===== config.mk =====
export PLATFORM = sky130hd
export DESIGN_NAME = sllm_ctrl
export DESIGN_NICKNAME = d
export VERILOG_FILES = /design/src/rtl/sllm_pkg.sv /design/src/rtl/sllm_ctrl.sv
export SDC_FILE = /design/constraint.sdc
export NUM_CORES = 1
export LEC_CHECK = 0
export BUFFER_PORTS_ARGS = -buffer_cell sky130_fd_sc_hd__clkbuf_2
export CORE_MARGIN = 10
export CORE_UTILIZATION = 25
export CTS_BUF_LIST = sky130_fd_sc_hd__clkbuf_2 sky130_fd_sc_hd__clkbuf_4 sky130_fd_sc_hd__clkbuf_8
export CTS_CLUSTER_DIAMETER = 30
export DETAILED_ROUTE_END_ITERATION = 10
export PLACE_DENSITY = 0.54
export RECOVER_POWER = 25
export SYNTH_ARGS = -nofsm -noshare
export SYNTH_HDL_FRONTEND = slang
export SYNTH_SLANG_ARGS = --single-unit

===== constraint.sdc =====
create_clock -name clk_i -period 3.4 [get_ports clk_i]
set_clock_uncertainty 0.2 [all_clocks]
set_input_delay 0.34 -clock clk_i [delete_from_list [all_inputs] [get_ports clk_i]]
set_output_delay 0.34 -clock clk_i [all_outputs]
set_load 0.02 [all_outputs]

===== src/rtl/sllm_pkg.sv =====
// Shared types, constants and controller commands of the linked list manager.
package sllm_pkg;

  localparam int unsigned SLOTS     = 256;
  localparam int unsigned DATA_BITS = 32;
  localparam int unsigned SLOT_W    = $clog2(SLOTS);

  localparam logic [SLOT_W-1:0] FREE_SLOT = '0;
  localparam logic [SLOT_W-1:0] HEAD_SLOT = SLOT_W'(SLOTS - 1);
  localparam logic [SLOT_W-1:0] LAST_FREE = SLOT_W'(SLOTS - 2);

  // Action codes of a request.
  localparam logic [2:0] ACT_INSERT = 3'd0;
  localparam logic [2:0] ACT_DELETE = 3'd1;
  localparam logic [2:0] ACT_GET    = 3'd2;
  localparam logic [2:0] ACT_LOCATE = 3'd3;
  localparam logic [2:0] ACT_PRED   = 3'd4;
  localparam logic [2:0] ACT_SUCC   = 3'd5;
  localparam logic [2:0] ACT_CLEAR  = 3'd6;

  localparam logic STATUS_OK  = 1'b0;
  localparam logic STATUS_ERR = 1'b1;

  typedef struct packed {
    logic [2:0]         action;
    logic [7:0]         position;
    logic signed [31:0] value;
  } req_t;

  typedef struct packed {
    logic               status;
    logic signed [31:0] value_out;
    logic [7:0]         slot_found;
    logic [7:0]         list_length;
    logic               is_empty;
  } rsp_t;

  typedef enum logic [4:0] {
    CMD_NOP,
    CMD_INIT,
    CMD_ACCEPT,
    CMD_RD_K,
    CMD_WALK_STEP,
    CMD_INS_RDF,
    CMD_INS_TAKE,
    CMD_INS_LINK,
    CMD_INS_HOOK,
    CMD_DEL_J,
    CMD_DEL_UNLINK,
    CMD_DEL_FREE,
    CMD_OUT_ELEM,
    CMD_SRCH_START,
    CMD_SRCH_NEXT,
    CMD_LOC_HIT,
    CMD_SUCC_HIT,
    CMD_PRED_HIT,
    CMD_CLR_SPLICE,
    CMD_CLR_NONE,
    CMD_LOAD_OUT
  } cmd_e;

  typedef struct packed {
    logic [2:0] action;
    logic       init_last;
    logic       pos_ok_ins;
    logic       pos_ok;
    logic       free_empty;
    logic       head_empty;
    logic       rem_zero;
    logic       rem_one;
    logic       cur_zero;
    logic       match;
    logic       next_zero;
    logic       out_free;
  } dp_status_t;

endpackage


===== src/rtl/sllm_ctrl.sv =====
// Controller state machine that sequences every list operation.
module sllm_ctrl import sllm_pkg::*; (
  input  logic       clk_i,
  input  logic       rst_ni,
  input  logic       in_valid_i,
  output logic       in_stall_o,
  input  dp_status_t status_i,
  output cmd_e       cmd_o
);

  localparam logic [4:0] S_INIT       = 5'd0;
  localparam logic [4:0] S_IDLE       = 5'd1;
  localparam logic [4:0] S_DISP       = 5'd2;
  localparam logic [4:0] S_WALK_ISS   = 5'd3;
  localparam logic [4:0] S_WALK       = 5'd4;
  localparam logic [4:0] S_INS_RDF    = 5'd5;
  localparam logic [4:0] S_INS_TAKE   = 5'd6;
  localparam logic [4:0] S_INS_LINK   = 5'd7;
  localparam logic [4:0] S_INS_HOOK   = 5'd8;
  localparam logic [4:0] S_DEL_RDK    = 5'd9;
  localparam logic [4:0] S_DEL_J      = 5'd10;
  localparam logic [4:0] S_DEL_UNLINK = 5'd11;
  localparam logic [4:0] S_DEL_FREE   = 5'd12;
  localparam logic [4:0] S_GET_RDK    = 5'd13;
  localparam logic [4:0] S_GET_OUT    = 5'd14;
  localparam logic [4:0] S_SRCH_ST    = 5'd15;
  localparam logic [4:0] S_PRED_2     = 5'd16;
  localparam logic [4:0] S_SRCH       = 5'd17;
  localparam logic [4:0] S_SUCC_OUT   = 5'd18;
  localparam logic [4:0] S_CLR_ST     = 5'd19;
  localparam logic [4:0] S_CLR_WALK   = 5'd20;
  localparam logic [4:0] S_DONE       = 5'd21;

  logic [4:0] state_q, state_d;
  logic [4:0] after_walk;

  always_comb begin
    priority if (status_i.action == ACT_INSERT) begin
      after_walk = S_INS_RDF;
    end else if (status_i.action == ACT_DELETE) begin
      after_walk = S_DEL_RDK;
    end else begin
      after_walk = S_GET_RDK;
    end
  end

  always_comb begin
    state_d = state_q;
    cmd_o   = CMD_NOP;
    unique case (state_q)
      S_INIT: begin
        cmd_o = CMD_INIT;
        if (status_i.init_last) begin
          state_d = S_IDLE;
        end
      end
      S_IDLE: begin
        if (in_valid_i) begin
          cmd_o   = CMD_ACCEPT;
          state_d = S_DISP;
        end
      end
      S_DISP: begin
        unique case (status_i.action)
          ACT_INSERT: begin
            if (status_i.pos_ok_ins && !status_i.free_empty) begin
              state_d = status_i.rem_zero ? S_INS_RDF : S_WALK_ISS;
            end else begin
              state_d = S_DONE;
            end
          end
          ACT_DELETE, ACT_GET: begin
            if (status_i.pos_ok) begin
              state_d = status_i.rem_zero ? after_walk : S_WALK_ISS;
            end else begin
              state_d = S_DONE;
            end
          end
          ACT_LOCATE, ACT_SUCC: begin
            state_d = S_SRCH_ST;
          end
          ACT_PRED: begin
            state_d = status_i.head_empty ? S_DONE : S_SRCH_ST;
          end
          ACT_CLEAR: begin
            if (status_i.head_empty) begin
              cmd_o   = CMD_CLR_NONE;
              state_d = S_DONE;
            end else begin
              state_d = S_CLR_ST;
            end
          end
          default: begin
            state_d = S_DONE;
          end
        endcase
      end
      S_WALK_ISS: begin
        cmd_o   = CMD_RD_K;
        state_d = S_WALK;
      end
      S_WALK: begin
        cmd_o = CMD_WALK_STEP;
        if (status_i.rem_one) begin
          state_d = after_walk;
        end
      end
      S_INS_RDF: begin
        cmd_o   = CMD_INS_RDF;
        state_d = S_INS_TAKE;
      end
      S_INS_TAKE: begin
        cmd_o   = CMD_INS_TAKE;
        state_d = S_INS_LINK;
      end
      S_INS_LINK: begin
        cmd_o   = CMD_INS_LINK;
        state_d = S_INS_HOOK;
      end
      S_INS_HOOK: begin
        cmd_o   = CMD_INS_HOOK;
        state_d = S_DONE;
      end
      S_DEL_RDK: begin
        cmd_o   = CMD_RD_K;
        state_d = S_DEL_J;
      end
      S_DEL_J: begin
        cmd_o   = CMD_DEL_J;
        state_d = S_DEL_UNLINK;
      end
      S_DEL_UNLINK: begin
        cmd_o   = CMD_DEL_UNLINK;
        state_d = S_DEL_FREE;
      end
      S_DEL_FREE: begin
        cmd_o   = CMD_DEL_FREE;
        state_d = S_DONE;
      end
      S_GET_RDK: begin
        cmd_o   = CMD_RD_K;
        state_d = S_GET_OUT;
      end
      S_GET_OUT: begin
        cmd_o   = CMD_OUT_ELEM;
        state_d = S_DONE;
      end
      S_SRCH_ST: begin
        cmd_o   = CMD_SRCH_START;
        state_d = (status_i.action == ACT_PRED) ? S_PRED_2 : S_SRCH;
      end
      S_PRED_2: begin
        cmd_o   = CMD_SRCH_NEXT;
        state_d = S_SRCH;
      end
      S_SRCH: begin
        priority if (status_i.cur_zero) begin
          state_d = S_DONE;
        end else if (status_i.match) begin
          priority if (status_i.action == ACT_LOCATE) begin
            cmd_o   = CMD_LOC_HIT;
            state_d = S_DONE;
          end else if (status_i.action == ACT_PRED) begin
            cmd_o   = CMD_PRED_HIT;
            state_d = S_DONE;
          end else if (status_i.next_zero) begin
            state_d = S_DONE;
          end else begin
            cmd_o   = CMD_SUCC_HIT;
            state_d = S_SUCC_OUT;
          end
        end else begin
          cmd_o = CMD_SRCH_NEXT;
        end
      end
      S_SUCC_OUT: begin
        cmd_o   = CMD_OUT_ELEM;
        state_d = S_DONE;
      end
      S_CLR_ST: begin
        cmd_o   = CMD_SRCH_START;
        state_d = S_CLR_WALK;
      end
      S_CLR_WALK: begin
        if (status_i.next_zero) begin
          cmd_o   = CMD_CLR_SPLICE;
          state_d = S_DONE;
        end else begin
          cmd_o = CMD_SRCH_NEXT;
        end
      end
      S_DONE: begin
        if (status_i.out_free) begin
          cmd_o   = CMD_LOAD_OUT;
          state_d = S_IDLE;
        end
      end
      default: begin
        state_d = S_IDLE;
      end
    endcase
  end

  always_ff @(posedge clk_i or negedge rst_ni) begin
    if (!rst_ni) begin
      state_q <= S_INIT;
    end else begin
      state_q <= state_d;
    end
  end

  assign in_stall_o = (state_q != S_IDLE);

endmodule


---- After elaboration in Yosys (flattened, before gate mapping) ----
Index checks and enable logic that the tools add are counted.
storage, ports and cells
  register bits ........................... 5
  input port bits ......................... 17
  output and inout bits ................... 6
  logic and storage cells ................. 78
operators by class
  equality and inequality tests ........... 34
  mux-type cells .......................... 32
  reductions and logical operators ........ 11
operators by type and width
  kind                  number
  $mux W5               21
  $pmux W5 S19          1
  $pmux W5 S18          1
  $eq A5 B4 Y1 const B  8
  $eq A5 B5 Y1 const B  6
  $pmux W5 S5           1
  $eq A5 B3 Y1 const B  4
  $mux W3               6
  $eq A5 B2 Y1 const B  2
  $ne A2 B2 Y1 const B  5
  $eq A3 B3 Y1 const B  3
  $reduce_or A2 Y1      4
  $eq A3 B2 Y1 const B  2
  $reduce_and A6 Y1     1
  $eq A5 B1 Y1 const B  1
  $logic_not A5 Y1      1
  $ne A5 B1 Y1 const B  1
  $reduce_or A4 Y1      1
  $eq A3 B1 Y1 const B  1
  $logic_not A3 Y1      1
  $ne A3 B3 Y1 const B  1
  $reduce_or A3 Y1      1
  $mux W2               1
  $logic_and A1 B1 Y1   1
  other kinds (2)       2

---- Logic depth before layout (Yosys ltp) ----
  depth after elaboration ................. 7
  depth in mapped cells ................... 7

---- Least setup slack after synthesis ----
No wires, ideal clock.
  kind .................................... register -> output
  from .................................... reg state_q[1]
  to ...................................... out cmd_o[1]
  data arrival time ....................... 1.619 ns
  slack ................................... 1.241 ns
  cell stages (with the launch flop) ...... 6
  cell sequence ........................... dfrtp_1 -> clkbuf_1 -> nor2b_1 -> nor2b_1 -> and4_1 -> or4b_1
between the ends
  word-level cells in the longest chain between the ends .. 3
  elaborated cells on any way between the ends .. 26
  those cells by class .................... 21 x eq/ne; 1 x mux; 4 x reduce/logical
RTL lines
  what                                                                   RTL line          source
  from (decl)                                                            sllm_ctrl.sv:34   logic [4:0] state_q, state_d;
  from (signal assigned)                                                 sllm_ctrl.sv:208  state_q <= state_d;
  $eq A5 B4 Y1, or another cell as far along                             sllm_ctrl.sv:50   unique case (state_q)
  $reduce_or A3 Y1 (no source line) or $reduce_or A2 Y1 (tied branches)  n/a
  $pmux W5 S18 *                                                         sllm_ctrl.sv:50
  to (decl)                                                              sllm_ctrl.sv:8    output cmd_e cmd_o
Mark *: on every way between the ends. The rest lies on a longest branch, timed or not.

---- Worst setup path in the final report ----
  from .................................... reg state_q[3]
  to ...................................... out cmd_o[2]
The elaborated chain is that of the path after synthesis.

==> impl_metrics.csv <==
group,metric,value,unit
timing,slew_violations,0,
grt,grt_max_degree,22,
clocking,htree_levels,1,
finish,final_core_util,31.1,%
route,ant_nets,0,
worst_setup_path,worst-path-max-fanout,13,
route,vias,1114,
finish,stdcell_count,205,
power_and_ir_drop,power.density,885,mW/mm²
floorplan,num_rows,22,
timing,fmax,0.345,GHz
timing,worstMarginPinSlew,0.610,ns
finish,largest_register_ffs,5,
place,dp_hpwl,2360,µm
worst_setup_path,crit_buf_inv,2,
timing,fin_hold_ws,0.295,ns
power_and_ir_drop,irDropWorstVdd,203,µV
place,place_ws,0.778,ns
finish,syn2layout_area_growth,18.0,%
synth,yosys_warnings,0,
place,dp.cells,200,
worst_setup_path,reg2reg_to,"state_q[0]$_DFFE_PN0P_",
route,drt_wl_total,3010,µm
worst_setup_path,slowest_stage,"dfrtp_1",
worst_setup_path,critical_path.reg2reg.startpoint,"state_q[1]$_DFFE_PN0P_",
worst_setup_path,arrival,2.36,ns
power_and_ir_drop,leakage,0.480,nW
clocking,cts_tree,"yes",
worst_setup_path,slowest_delay,0.47,ns
floorplan,ioPinCount,23,
synth,ys_ff_latch,5,
floorplan,die_h,82.6,µm
clocking,insertion_delay,0.22,ns
floorplan,start_util,26.4,%
floorplan,die_w,82.6,µm
synth,ys_async_sr_fraction,100,%
timing,setup_tns,0,ns
clocking,cts_setup_buffers,0,
clocking,numCtsBuffers,3,
synth,avgSynthCellArea,6.96,µm²
worst_setup_path,end_kind,"output port",
timing,rsz0062_at_grt,"no",
grt,globalRouteOverflowTotal,0,
clocking,cts.repair.resized,0,
synth,yosys.area_share.simple,38.5,%
route,wl_per_cell,14.7,µm
synth,syn_nets,158,
synth,synth_xor_area_share,0.893,%
finish,nets,175,
finish,drive_above_1_share,19.7,%
timing,min_period_over_period,85.4,%
synth,synth_area,981,µm²
finish,stdcell_area,0.00116,mm²
synth,synth_top_area_share,12.8,%
clocking,hold_buffers,1,
floorplan,die_area,0.00683,mm²
clocking,clock_tree.root_cell,"clkbuf_8",
route,first_pass_iters,4,
floorplan,core,0.00372,mm²
synth,synthAdderAreaFrac,0,%
synth,synthFlopType,"dfrtp_1",
finish,layout_common_cells,"clkbuf_2, nor2_1, a21oi_1, nor2b_1",
worst_setup_path,rrSetupSlack,0.87,ns
finish,fillers,423,
synth,synth.top_cells.by_area,"dfrtp_1, nor2b_1, a21oi_1",
grt,antenna_found_initial,0,
route,viasPerCell,5.43,
synth,synthDistinctLibCells,53,
synth,synth-compound-area-share,35.6,%
timing,setup_ws,0.498,ns
route,drt_iter0_drc,133,
finish,multi_input_area,778,µm²
place,routabilityCongestion,0.866,
run,cap_violations,0,
worst_setup_path,crit_required,2.86,ns
clocking,cts.sinks,5,
worst_setup_path,r2r_cells,5,
timing,finalHoldViolations,0,
finish,reg.largest.list,"state_q x5",
finish,layout_commonest_cell,"clkbuf_2",
worst_setup_path,cp-start-kind,"flip-flop",
place,io_buffers,22,
grt,grt_use_total,8.76,%
power_and_ir_drop,total_power,1.02,mW
finish,seqCellArea,125,µm²
run_status,status,"finished, final reports clean",
worst_setup_path,crit_type,"reg2out",
clocking,clk_pin_slew_worst_paths,0.04,ns
worst_setup_path,critical_path.top_delay_family,"simple AND/OR/NAND/NOR gates",
synth,synth-edff-count,0,
clocking,clock_path_buffers,2,
hold_path,hp-class,"in2async",
synth,yosysTopAreaCell,"dfrtp_1",
synth,synthCells,141,
timing,maxSlewHeadroom,59.3,%
timing,setup_viol,0,
synth,seq_area_frac_synth,12.8,%
worst_setup_path,path_cells,"buf_4 -> or3b_1 -> nor3_1 -> a21oi_1 -> and3b_1 -> o21ai_1 -> clkbuf_2",
synth,synth_top_family_by_area,"simple AND/OR/NAND/NOR gates",
route,drc,0,
synth,synth.area.mux_share,4.34,%
finish,largest-register,"state_q",
timing,min_period,2.90,ns
place,placed_area,0.00110,mm²
finish,diodes,0,
grt,grt_pass1_wl,4970,µm
grt,grt_pass1_vias,1051,
cells in the mapped netlist (all sizes together), types with 2 or more instances:
library cell / number
o21ai: 13
nor2: 12
a21oi: 11
nor2b: 9
nand2: 8
clkbuf: 7
buf: 6
nor3: 6
a31oi: 5
dfrtp: 5
nand2b: 5
a21o: 3
and3b: 3
or3b: 3
a2bb2oi: 2
inv: 2
mux2: 2
mux2i: 2
nor3b: 2
nor4: 2
o211ai: 2
o21bai: 2
o311ai: 2
o32a: 2
or2: 2
or3: 2
or4b: 2
kinds of logic after synthesis:
logic type,after synthesis
AND/OR/NAND/NOR,64
AO/OA/AOI/OAI,51
buffers and inverters,16
flip-flops,5
multiplexers,4
XOR/XNOR,1
routing by layer:
layer | global-route usage [%] | vias to the layer above | wire, µm
met5 | 0 | - | 0
met4 | 1.00 | 0 | 0
met3 | 2.48 | 0 | 240
met2 | 12.7 | 34 | 1240
met1 | 12.7 | 515 | 1530
li1 | - | 565 | -
worst register-to-register path, stage by stage, from the launching register on:
cell	delay (ns)
dfrtp_1	0.72
or2_1	0.35
nor3_1	0.12
nor2_1	0.15
or4b_4	0.49
o41a_1	0.38
power by group:
group / internal, mW / switching (mW)
sequential: 0.0890 / 0.109
clock: 0.0884 / 0.0292
combinational: 0.319 / 0.389
final cells by class:
class                   instances  share of cell area [%]
flip-flops and latches          5                    10.8
inverters                       3                   0.973
repair buffers                 25                    11.6
well taps                      48                    5.19
clock buffers                   4                    4.22
multi-input cells             120                    67.2
worst max path at each step:
stage	from	depth (start not counted)	slack (ns)	endpoint
after CTS	state_q[3]$_DFFE_PN0P_	7	0.53	cmd_o[2]
after floorplan	state_q[1]$_DFFE_PN0P_	5	1.24	cmd_o[1]
after global routing	state_q[4]$_DFFE_PN0P_	6	0.39	cmd_o[2]
after detailed placement	state_q[3]$_DFFE_PN0P_	7	0.78	cmd_o[2]
final	state_q[3]$_DFFE_PN0P_	7	0.50	cmd_o[2]
after global placement	state_q[4]$_DFFE_PN0P_	6	0.73	cmd_o[2]
(Power assumes the default switching activity.)
